===== config.mk =====
export PLATFORM = sky130hd
export DESIGN_NAME = matrix_multiply_4x4_core
export DESIGN_NICKNAME = d
export VERILOG_FILES = /design/src/mm4_pkg.sv /design/src/mm4_ctrl.sv /design/src/mm4_datapath.sv /design/src/matrix_multiply_4x4_core.sv
export VERILOG_INCLUDE_DIRS = /design/src /design/src/src
export SDC_FILE = /design/constraint.sdc
export NUM_CORES = 2
export LEC_CHECK = 0
export BUFFER_PORTS_ARGS = -buffer_cell sky130_fd_sc_hd__clkbuf_2
export CORE_MARGIN = 2
export CORE_UTILIZATION = 65
export DETAILED_ROUTE_END_ITERATION = 16
export PLACE_DENSITY_LB_ADDON = 0.08
export SKIP_CTS_REPAIR_TIMING = 1
export SLEW_MARGIN = 30
export SYNTH_ARGS = -nofsm -noshare
export SYNTH_HDL_FRONTEND = slang
export SYNTH_SLANG_ARGS = --single-unit

===== constraint.sdc =====
create_clock -name clk -period 10.4 [get_ports clk]
set_clock_uncertainty 0.15 [all_clocks]
set_input_delay 1.56 -clock clk [delete_from_list [all_inputs] [get_ports clk]]
set_output_delay 1.56 -clock clk [all_outputs]
set_load 0.02 [all_outputs]

===== src/assert_macros.svh =====
// Assertion helpers for the RTL, removed when SYNTHESIS is set.
`ifndef ASSERT_MACROS_SVH
`define ASSERT_MACROS_SVH

`ifndef SYNTHESIS

// a in a cycle implies b in the same cycle
`define ASSERT_SAME(label, clk, rst_n, a, b) \
  label: assert property (@(posedge clk) disable iff (!rst_n) (a) |-> (b)) \
    else $error("assertion failed: a implies b");

// a in a cycle implies b in the next cycle
`define ASSERT_NEXT(label, clk, rst_n, a, b) \
  label: assert property (@(posedge clk) disable iff (!rst_n) (a) |=> (b)) \
    else $error("assertion failed: a implies b next cycle");

`else

`define ASSERT_SAME(label, clk, rst_n, a, b)
`define ASSERT_NEXT(label, clk, rst_n, a, b)

`endif

`endif


===== src/mm4_pkg.sv =====
package mm4_pkg;

  localparam int unsigned IDX_W     = 4;
  localparam int unsigned VAL_W     = 32;
  localparam int unsigned PROD_W    = 2 * VAL_W;
  localparam int unsigned FRAC_BITS = 16;

  localparam logic signed [VAL_W-1:0] Q_MAX = 32'sh7FFF_FFFF;
  localparam logic signed [VAL_W-1:0] Q_MIN = 32'sh8000_0000;

  typedef struct packed {
    logic [IDX_W-1:0]        element_index;
    logic signed [VAL_W-1:0] left_value;
    logic signed [VAL_W-1:0] right_value;
    logic                    last_load;
  } in_beat_t;

  typedef struct packed {
    logic [IDX_W-1:0]        product_index;
    logic signed [VAL_W-1:0] product_value;
    logic                    product_last;
  } out_beat_t;

  // controller -> datapath
  typedef struct packed {
    logic load;    // write the input beat into the stores
    logic issue;   // read one L/R pair for the current c, r, k
    logic first;   // k == 0: restart the accumulator
    logic last_k;  // k == D-1: sum complete after this term
  } cmd_t;

  // datapath -> controller
  typedef struct packed {
    logic pipe_busy;
  } status_t;

endpackage


===== src/mm4_ctrl.sv =====
module mm4_ctrl #(
  parameter int unsigned MATRIX_DIM = 4,
  localparam int unsigned CW = (MATRIX_DIM > 1) ? $clog2(MATRIX_DIM) : 1
) (
  input  logic              clk,
  input  logic              rst_n,
  input  logic              start,
  input  logic              last_load,
  input  mm4_pkg::status_t  status,
  output logic              busy,
  output mm4_pkg::cmd_t     cmd,
  output logic [CW-1:0]     col,
  output logic [CW-1:0]     row,
  output logic [CW-1:0]     kk
);

  localparam logic [1:0] ST_IDLE    = 2'd0;
  localparam logic [1:0] ST_COMPUTE = 2'd1;
  localparam logic [1:0] ST_DRAIN   = 2'd2;

  localparam logic [CW-1:0] CNT_MAX = CW'(MATRIX_DIM - 1);

  logic [1:0]    state_r, state_nxt;
  logic [CW-1:0] c_r, c_nxt;
  logic [CW-1:0] r_r, r_nxt;
  logic [CW-1:0] k_r, k_nxt;
  logic          accept;
  logic          k_end, r_end, c_end;

  assign busy   = (state_r != ST_IDLE);
  assign accept = start && !busy;
  assign k_end  = (k_r == CNT_MAX);
  assign r_end  = (r_r == CNT_MAX);
  assign c_end  = (c_r == CNT_MAX);

  always_comb begin
    state_nxt = state_r;
    c_nxt     = c_r;
    r_nxt     = r_r;
    k_nxt     = k_r;
    unique case (state_r)
      ST_IDLE: begin
        if (accept && last_load) begin
          state_nxt = ST_COMPUTE;
          c_nxt     = '0;
          r_nxt     = '0;
          k_nxt     = '0;
        end
      end
      ST_COMPUTE: begin
        if (k_end) begin
          k_nxt = '0;
          if (r_end) begin
            r_nxt = '0;
            if (c_end) begin
              c_nxt     = '0;
              state_nxt = ST_DRAIN;
            end else begin
              c_nxt = c_r + 1'b1;
            end
          end else begin
            r_nxt = r_r + 1'b1;
          end
        end else begin
          k_nxt = k_r + 1'b1;
        end
      end
      ST_DRAIN: begin
        if (!status.pipe_busy) begin
          state_nxt = ST_IDLE;
        end
      end
      default: begin
        state_nxt = ST_IDLE;
      end
    endcase
  end

  always_comb begin
    cmd.load   = accept;
    cmd.issue  = (state_r == ST_COMPUTE);
    cmd.first  = (k_r == '0);
    cmd.last_k = k_end;
  end

  assign col = c_r;
  assign row = r_r;
  assign kk  = k_r;

  always_ff @(posedge clk) begin
    if (!rst_n) begin
      state_r <= ST_IDLE;
      c_r     <= '0;
      r_r     <= '0;
      k_r     <= '0;
    end else begin
      state_r <= state_nxt;
      c_r     <= c_nxt;
      r_r     <= r_nxt;
      k_r     <= k_nxt;
    end
  end

endmodule


===== src/mm4_datapath.sv =====
module mm4_datapath #(
  parameter int unsigned MATRIX_DIM = 4,
  localparam int unsigned CW    = (MATRIX_DIM > 1) ? $clog2(MATRIX_DIM) : 1,
  localparam int unsigned DEPTH = MATRIX_DIM * MATRIX_DIM,
  localparam int unsigned AW    = $clog2(DEPTH)
) (
  input  logic                clk,
  input  logic                rst_n,
  input  mm4_pkg::cmd_t       cmd,
  input  logic [CW-1:0]       col,
  input  logic [CW-1:0]       row,
  input  logic [CW-1:0]       kk,
  input  mm4_pkg::in_beat_t   in_data,
  output mm4_pkg::status_t    status,
  output logic                out_valid,
  output mm4_pkg::out_beat_t  out_data
);

  localparam int unsigned VAL_W  = mm4_pkg::VAL_W;
  localparam int unsigned PROD_W = mm4_pkg::PROD_W;
  localparam int unsigned FRAC   = mm4_pkg::FRAC_BITS;
  // D products of at most 2^62 each
  localparam int unsigned ACC_W  = PROD_W + CW;
  // floor-shifted sum fits 32 bits when bits [ACC_W-1 : FRAC+VAL_W-1] all agree
  localparam int unsigned SAT_LO = FRAC + VAL_W - 1;

  logic [VAL_W-1:0] left_mem  [DEPTH];
  logic [VAL_W-1:0] right_mem [DEPTH];
  logic [DEPTH-1:0] valid_r;

  logic          wr_en;
  logic [AW-1:0] wr_addr;
  logic [AW-1:0] l_addr, r_addr, pos;

  // stage 1: store read
  logic                    s1_v_r, s1_first_r, s1_last_r;
  logic [AW-1:0]           s1_pos_r;
  logic signed [VAL_W-1:0] s1_l_r, s1_rv_r;
  // stage 2: product
  logic                     s2_v_r, s2_first_r, s2_last_r;
  logic [AW-1:0]            s2_pos_r;
  logic signed [PROD_W-1:0] s2_prod_r;
  // stage 3: accumulate
  logic                    s3_v_r, s3_done_r;
  logic [AW-1:0]           s3_pos_r;
  logic signed [ACC_W-1:0] acc_r;
  // stage 4: result register
  logic                    out_valid_r;
  mm4_pkg::out_beat_t      out_data_r;

  logic [ACC_W-SAT_LO-1:0] acc_hi;
  logic                    in_range;
  logic signed [VAL_W-1:0] sat_value;

  assign wr_en   = cmd.load && (32'(in_data.element_index) < DEPTH);
  assign wr_addr = AW'(in_data.element_index);
  assign l_addr  = AW'(32'(kk) * MATRIX_DIM + 32'(row));
  assign r_addr  = AW'(32'(col) * MATRIX_DIM + 32'(kk));
  assign pos     = AW'(32'(col) * MATRIX_DIM + 32'(row));

  always_ff @(posedge clk) begin
    if (wr_en) begin
      left_mem[wr_addr]  <= in_data.left_value;
      right_mem[wr_addr] <= in_data.right_value;
    end
  end

  // entries never written read as zero
  always_ff @(posedge clk) begin
    if (!rst_n) begin
      valid_r <= '0;
    end else if (wr_en) begin
      valid_r[wr_addr] <= 1'b1;
    end
  end

  always_ff @(posedge clk) begin
    s1_l_r     <= valid_r[l_addr] ? left_mem[l_addr] : '0;
    s1_rv_r    <= valid_r[r_addr] ? right_mem[r_addr] : '0;
    s1_first_r <= cmd.first;
    s1_last_r  <= cmd.last_k;
    s1_pos_r   <= pos;

    s2_prod_r  <= s1_l_r * s1_rv_r;
    s2_first_r <= s1_first_r;
    s2_last_r  <= s1_last_r;
    s2_pos_r   <= s1_pos_r;

    if (s2_v_r) begin
      if (s2_first_r) begin
        acc_r <= ACC_W'(s2_prod_r);
      end else begin
        acc_r <= acc_r + ACC_W'(s2_prod_r);
      end
    end
    s3_pos_r <= s2_pos_r;

    out_data_r.product_index <= mm4_pkg::IDX_W'(s3_pos_r);
    out_data_r.product_value <= sat_value;
    out_data_r.product_last  <= (32'(s3_pos_r) == DEPTH - 1);
  end

  always_ff @(posedge clk) begin
    if (!rst_n) begin
      s1_v_r      <= 1'b0;
      s2_v_r      <= 1'b0;
      s3_v_r      <= 1'b0;
      s3_done_r   <= 1'b0;
      out_valid_r <= 1'b0;
    end else begin
      s1_v_r      <= cmd.issue;
      s2_v_r      <= s1_v_r;
      s3_v_r      <= s2_v_r;
      s3_done_r   <= s2_v_r && s2_last_r;
      out_valid_r <= s3_done_r;
    end
  end

  // floor shift by FRAC, then clamp
  assign acc_hi   = acc_r[ACC_W-1:SAT_LO];
  assign in_range = (&acc_hi) || !(|acc_hi);

  always_comb begin
    if (in_range) begin
      sat_value = acc_r[SAT_LO:FRAC];
    end else if (acc_r[ACC_W-1]) begin
      sat_value = mm4_pkg::Q_MIN;
    end else begin
      sat_value = mm4_pkg::Q_MAX;
    end
  end

  assign status.pipe_busy = s1_v_r || s2_v_r || s3_v_r;
  assign out_valid        = out_valid_r;
  assign out_data         = out_data_r;

endmodule


===== src/matrix_multiply_4x4_core.sv =====
// Column-major matrix product C = L * R, signed Q16.16, D = MATRIX_DIM.
// Input: a beat is taken on a clock edge with start high and busy low. It
// writes in_data.left_value and in_data.right_value at in_data.element_index
// (column*D + row); indexes past the store are dropped. Busy stays low
// after a load without last_load, so loads can go back to back.
// A beat with last_load set is stored, then busy rises and the block
// computes all D*D products in index order, one multiply-accumulate per
// cycle through a single 32x32 multiplier and a pipeline of store read,
// multiply, accumulate and shift/saturate. Busy falls after the final
// result is out; results leave in index order, one per D summed terms.
// Output: out_valid is high for one cycle per result with out_data; the
// receiver cannot stall, so results are never held back. out_data
// .product_last marks the final element.
// Reset: both stores read as zero and the block is idle. Stores keep their
// contents between products; later loads overwrite single elements.
module matrix_multiply_4x4_core #(
  parameter int unsigned MATRIX_DIM = 4
) (
  input  logic                clk,
  input  logic                rst_n,
  input  logic                start,
  output logic                busy,
  input  mm4_pkg::in_beat_t   in_data,
  output logic                out_valid,
  output mm4_pkg::out_beat_t  out_data
);

  localparam int unsigned CW = (MATRIX_DIM > 1) ? $clog2(MATRIX_DIM) : 1;

  mm4_pkg::cmd_t    cmd;
  mm4_pkg::status_t status;
  logic [CW-1:0]    col, row, kk;

  mm4_ctrl #(
    .MATRIX_DIM(MATRIX_DIM)
  ) u_ctrl (
    .clk       (clk),
    .rst_n     (rst_n),
    .start     (start),
    .last_load (in_data.last_load),
    .status    (status),
    .busy      (busy),
    .cmd       (cmd),
    .col       (col),
    .row       (row),
    .kk        (kk)
  );

  mm4_datapath #(
    .MATRIX_DIM(MATRIX_DIM)
  ) u_datapath (
    .clk       (clk),
    .rst_n     (rst_n),
    .cmd       (cmd),
    .col       (col),
    .row       (row),
    .kk        (kk),
    .in_data   (in_data),
    .status    (status),
    .out_valid (out_valid),
    .out_data  (out_data)
  );

`include "assert_macros.svh"

  `ASSERT_SAME(a_result_while_busy, clk, rst_n, out_valid, busy)
  `ASSERT_NEXT(a_last_load_goes_busy, clk, rst_n, start && !busy && in_data.last_load, busy)
  `ASSERT_NEXT(a_nothing_after_final, clk, rst_n, out_valid && out_data.product_last, !out_valid)

endmodule

Word level (Yosys, flattened, before mapping)
Memories as Yosys holds them, arrays and structs flattened. A register that Yosys moved wholly into a read port is not among the register bits.
Cells that the tools add are included.
W data, S select, Z words.
{"block": "word_totals", "register_bits": 212, "ram_bits": 1024, "in_bits": 72, "output_inout_bits": 39, "word_cells": 96, "mem_count": 2}
{"block": "op_classes", "n_addsub": 7, "mul": 1, "magnitude_cmp": 4, "eq_ne": 11, "n_mux": 27, "bitwise": 1, "n_reduce_logical": 21}
{"name": "u_datapath.left_mem", "depth": 16, "word_bits": 32, "read_ports": 1, "rd_clocked_by_memory_dff": 1, "wr": 1, "line": "mm4_datapath.sv:27", "rtl": "logic [VAL_W-1:0] left_mem [DEPTH];"}
{"name": "u_datapath.right_mem", "depth": 16, "word_bits": 32, "read_ports": 1, "rd_clocked_by_memory_dff": 1, "wr": 1, "line": "mm4_datapath.sv:28", "rtl": "logic [VAL_W-1:0] right_mem [DEPTH];"}
{"op": "$add A66 B64 Y66", "count": 1}
{"op": "$mux W66", "count": 1}
{"op": "$mul A32 B32 Y64", "count": 1}
{"op": "$mux W32", "count": 2}
{"op": "$mux W2", "count": 12}
{"op": "$reduce_and A19 Y1", "count": 1}
{"op": "$reduce_or A19 Y1", "count": 1}
{"op": "$or A16 B16 Y16", "count": 1}
{"op": "$lt A4 B5 Y1 const B", "count": 3}
{"op": "$add A4 B2 Y4", "count": 3}
{"op": "$pmux W2 S2", "count": 3}
{"op": "$bmux W1 S4", "count": 2}
{"op": "$eq A2 B2 Y1 const B", "count": 4}
{"op": "$ne A2 B2 Y1 const B", "count": 4}
{"op": "$add A2 B1 Y2 const B", "count": 3}
{"op": "$pmux W2 S3", "count": 1}
{"op": "$mux W1", "count": 5}
{"op": "$reduce_and A5 Y1", "count": 1}
{"op": "$demux W1 S4", "count": 1}
{"op": "$eq A4 B4 Y1 const B", "count": 1}
{"op": "$ge A4 B1 Y1 const B", "count": 1}
{"op": "$logic_and A1 B1 Y1", "count": 4}
{"op": "$logic_not A1 Y1", "count": 4}
{"op": "$logic_not A2 Y1", "count": 2}
{"op": "7 further kinds", "count": 10}

Logic depth before layout (Yosys ltp)
{"block": "logic_depth", "ltp_word": 6, "ltp_mapped": 28, "mapped_depth_nobuf": 26}

Hierarchy
A second synthesis with hierarchy kept.
{"block": "hier_totals", "cells_unflattened": 6459, "area_unflattened_um2": 86370.3}
{"module": "mm4_datapath", "n_inst": 1, "cells_each": 6405, "area_each_um2": 85913.6, "seq_area_each_um2": 36775.3}
{"module": "mm4_ctrl", "n_inst": 1, "cells_each": 54, "area_each_um2": 456.7, "seq_area_each_um2": 160.2}

Least setup slack after synthesis
No wires, ideal clock.
{"block": "synth_timing", "path_type": "register to register", "from": "register u_datapath.s1_l_r[31], read port of u_datapath.left_mem", "to": "register u_datapath.s2_prod_r[62]", "setup_time_ns": 0.072, "arrival_time_ns": 7.579, "required_time_ns": 10.178, "slack_ns": 2.598, "stages_incl_launch_ff": 25, "n_path_buf": 1, "period_less_slack_ns": 7.802, "cell_sequence": "dfxtp_1 clkbuf_1 nand2_1 inv_1 fa_1 fa_1 fa_1 fa_1 inv_1 fa_1 inv_1 fa_1 inv_1 fa_1 inv_1 fa_1 ha_1 a21o_1 o21bai_1 or3_1 o21ai_0 a211oi_1 a211o_1 a31oi_2 xnor2_1"}
{"block": "synth_via", "elab_chain_cells": 1}
{"element": "from (decl)", "line": "mm4_datapath.sv:38", "rtl": "logic signed [VAL_W-1:0] s1_l_r, s1_rv_r;"}
{"element": "$mul A32 B32 Y64", "line": "mm4_datapath.sv:84", "rtl": "s2_prod_r <= s1_l_r * s1_rv_r;"}
{"element": "to (signal assigned)", "line": "mm4_datapath.sv:84"}
{"element": "to (decl)", "line": "mm4_datapath.sv:42", "rtl": "logic signed [PROD_W-1:0] s2_prod_r;"}
No other way between the ends.
A chain may end at the register's enable or synchronous reset.

Worst setup path after layout
{"block": "layout_timing", "from": "register u_datapath.s1_rv_r[15], read port of u_datapath.right_mem", "to": "register u_datapath.s2_prod_r[63]"}
{"block": "layout_via", "elab_chain_cells": 1}
{"element": "from (decl)", "line": "mm4_datapath.sv:38"}
{"element": "$mul A32 B32 Y64", "line": "mm4_datapath.sv:84"}
No other way between the ends.

==> flow_summary.json <==
{
  "die_area_um2": 137000,
  "synth.distinct_cells": 73,
  "seqPwrFrac": 0.523,
  "globalplace.congestion": 0.923,
  "dieHeight_um": 370,
  "synth.area.top_cells": "edfxtp_1 (38%), fa_1 (25%), mux4_2 (8.5%)",
  "yosysTopAreaCell": "edfxtp_1",
  "avgRoutedWirePerCell_um": 24.8,
  "placedInstanceArea_um2": 89500,
  "slew_headroom": 0.311,
  "final_layout_size_suffix_gt1_frac": 0.119,
  "multi_input_area_um2": 45000,
  "cts_max_path_buffers": 3,
  "combPwrFrac": 0.051,
  "slew_viol_final": 0,
  "synth_ff_type": "edfxtp_1",
  "max_cap_violations": 0,
  "tns_ns": 0,
  "ys_ff_latch": 1300,
  "status": "completed",
  "internal-power_mw": 8.55,
  "hpwl_um": 141000,
  "yosys_warnings": 0,
  "end_kind": "flip-flop",
  "regArea_um2": 37000,
  "synthCells": 6552,
  "worst_ep_arrival_time_ns": 9.31,
  "synth.avg_cell_area_um2": 13.3,
  "via_count": 51400,
  "yosysSeqAreaShare": 0.425,
  "portBuffers": 110,
  "cts.sink_count": 1300,
  "drt-initial-drc-count": 5208,
  "finalHoldViolations": 0,
  "clk_pin_slew_ns": 0.06,
  "grt_pass1_wl_um": 327000,
  "powerDensity_nw_per_um2": 118,
  "ant_nets": 0,
  "fmax_mhz": 114,
  "cts_tree": "done",
  "fin_area_um2": 93900,
  "required_ns": 10.95,
  "root_buffer": "clkbuf_16",
  "synth_edf_count": 1090,
  "num_rows": 134,
  "routed_wl_um": 210000,
  "area_growth_pct": 8.13,
  "cts_buffers": 132,
  "period_share": 0.842,
  "p_sw_frac": 0.227,
  "syn_nets": 7960,
  "insertion_delay_ns": 0.80,
  "nets": 7989,
  "async_reset_ff_frac": 0,
  "finalPower_mw": 11.1,
  "crit_fanout": 18,
  "power.switching_mw": 2.51,
  "yosys.area.top_type_share": 0.377,
  "grt_max_degree": 95,
  "min_path_type": "flip-flop to flip-flop",
  "finalSetupViolCount": 0,
  "core_um2": 133000,
  "grt_overflow": 0,
  "initial_utilization": 0.653,
  "p_clk_frac": 0.426,
  "ir_drop_mv": 0.173,
  "grt_pass1_vias": 54900,
  "fill_cells": 8937,
  "worst_slew_pin_slew_ns": 1.03,
  "ctsHtreeMaxLevel": 4,
  "grt.total_usage": 0.320,
  "cp-start-kind": "flip-flop",
  "crit_type": "flip-flop to flip-flop",
  "rsz0062_at_grt": "no",
  "syn-cell-area_um2": 86800,
  "antenna_found_initial": 21,
  "finalWorstPathRequiredPeriod_ns": 8.76,
  "drc": 0,
  "dr.pass1.iters": 5,
  "cellLeakagePower_nw": 38.5,
  "boundaryPins": 111,
  "via_per_inst": 6.08,
  "fp.dieW_um": 370
}
==> final timing paths <==
path / from / end / slack, ns / depth (start not counted)
max: u_datapath.s1_rv_r[15]$_SDFF_PN0_ / u_datapath.s2_prod_r[63]$_DFF_P_ / 1.64 / 24
min: u_datapath.s1_pos_r[0]$_DFF_P_ / u_datapath.s2_pos_r[0]$_DFF_P_ / 0.15 / 0
min reg2reg: u_datapath.s1_pos_r[0]$_DFF_P_ / u_datapath.s2_pos_r[0]$_DFF_P_ / 0.15 / 0
max reg2reg: u_datapath.s1_rv_r[15]$_SDFF_PN0_ / u_datapath.s2_prod_r[63]$_DFF_P_ / 1.64 / 24
==> cell type report <==
type / count / area share
Clock inverter: 60 / 0.00851
Sequential cell: 1300 / 0.394
Inverter: 999 / 0.0399
Timing Repair Buffer: 232 / 0.0163
Clock buffer: 182 / 0.0382
Multi-Input combinational cell: 3916 / 0.479
Tap cell: 1768 / 0.0236
Antenna cell: 7 / 0.000187
==> registers in the layout, indices dropped and copies added (netlist names), 4 cells and up <==
signal / flops
u_datapath.left_mem: 512
u_datapath.right_mem: 512
u_datapath.acc_r: 66
u_datapath.s2_prod_r: 64
u_datapath.out_data: 37
u_datapath.s1_l_r: 32
u_datapath.s1_rv_r: 32
u_datapath.valid_r: 16
u_datapath.s1_pos_r: 4
u_datapath.s2_pos_r: 4
u_datapath.s3_pos_r: 4
==> through the flow <==
step	hold slack (ns)	instances	worst slack, ns	utilization
after floorplan	0.160	6552	2.60	-
after detailed placement	0.162	8215	1.67	0.673
after global placement	0.163	8211	1.61	0.672
after global routing	0.161	8463	1.27	0.706
final	0.154	8464	1.64	0.706
after CTS	0.157	8457	1.69	0.706
==> synthesized netlist by cell type, types with 73 or more instances <==
cell,count
a21o_1,101
a21oi_1,151
and2_1,527
clkbuf_1,298
dfxtp_1,210
edfxtp_1,1090
fa_1,1083
ha_1,253
inv_1,998
mux4_2,328
nand2_1,647
nor2_1,97
nor2b_1,109
o21ai_0,138
xnor2_1,73
==> layout by cell type (no fill, tap or decap), types with 10 or more instances in the layout <==
master     count
a211oi_1      18
a21o_1       101
a21oi_1      151
a31oi_1       12
and2_1       527
and3_1        24
buf_4        115
clkbuf_1      40
clkbuf_16    132
clkbuf_2     110
clkbuf_8      10
clkinv_1      16
clkinv_16     14
clkinv_2      16
dfxtp_1      192
dfxtp_2       12
edfxtp_1    1090
fa_1        1083
ha_1         253
inv_1        998
mux4_2       328
nand2_1      647
nand2b_1      17
nand3_1       29
nand4_1       35
nor2_1        84
nor2_4        13
nor2b_1      109
nor3_1        19
nor4_1        10
o211ai_1      13
o21a_1        29
o21ai_0      136
o21bai_1      24
xnor2_1       73
xor2_1        52
==> power groups by stage <==
stage / sequential, mW / combinational (mW) / clock (mW)
after floorplan: 5.85 / 0.372 / 0
after global placement: 5.89 / 0.541 / 0
after detailed placement: 5.89 / 0.560 / 0
after CTS: 5.78 / 0.565 / 4.79
after global routing: 5.78 / 0.613 / 4.98
final: 5.78 / 0.565 / 4.71
==> worst max-delay path, cell delays in order, from the launching register on <==
cell and delay (ns):
dfxtp_1 0.88, buf_4 0.37, and2_1 0.18, fa_1 0.49, fa_1 0.52, inv_1 0.08
fa_1 0.41, fa_1 0.58, inv_1 0.09, fa_1 0.45, fa_1 0.48, fa_1 0.49
inv_1 0.05, fa_1 0.52, inv_1 0.06, ha_1 0.41, nand3_1 0.16, or3_1 0.41
a211oi_1 0.26, nor3_1 0.09, buf_4 0.17, a2111oi_1 0.65, nor2_1 0.20, o311ai_1 0.35
xnor2_1 0.15
==> layer usage <==
metal | share of wire | GRT usage | wire (um)
met5 | 0.00070 | 0 | 148
met4 | 0.028 | 0.0919 | 5780
met3 | 0.092 | 0.0755 | 19400
met2 | 0.48 | 0.506 | 100000
met1 | 0.40 | 0.450 | 84800
==> cells by family after synthesis <==
kind of cell / Yosys count / synth area share
flip-flops: 1300 / 0.425
buffers and inverters: 1336 / 0.0579
multiplexers: 336 / 0.0860
AO/OA/AOI/OAI: 563 / 0.0414
XOR/XNOR: 125 / 0.0126
adder cells (fa/ha/maj): 1336 / 0.286
AND/OR/NAND/NOR: 1556 / 0.0906
No activity file was read; power rests on OpenSTA's default activity.
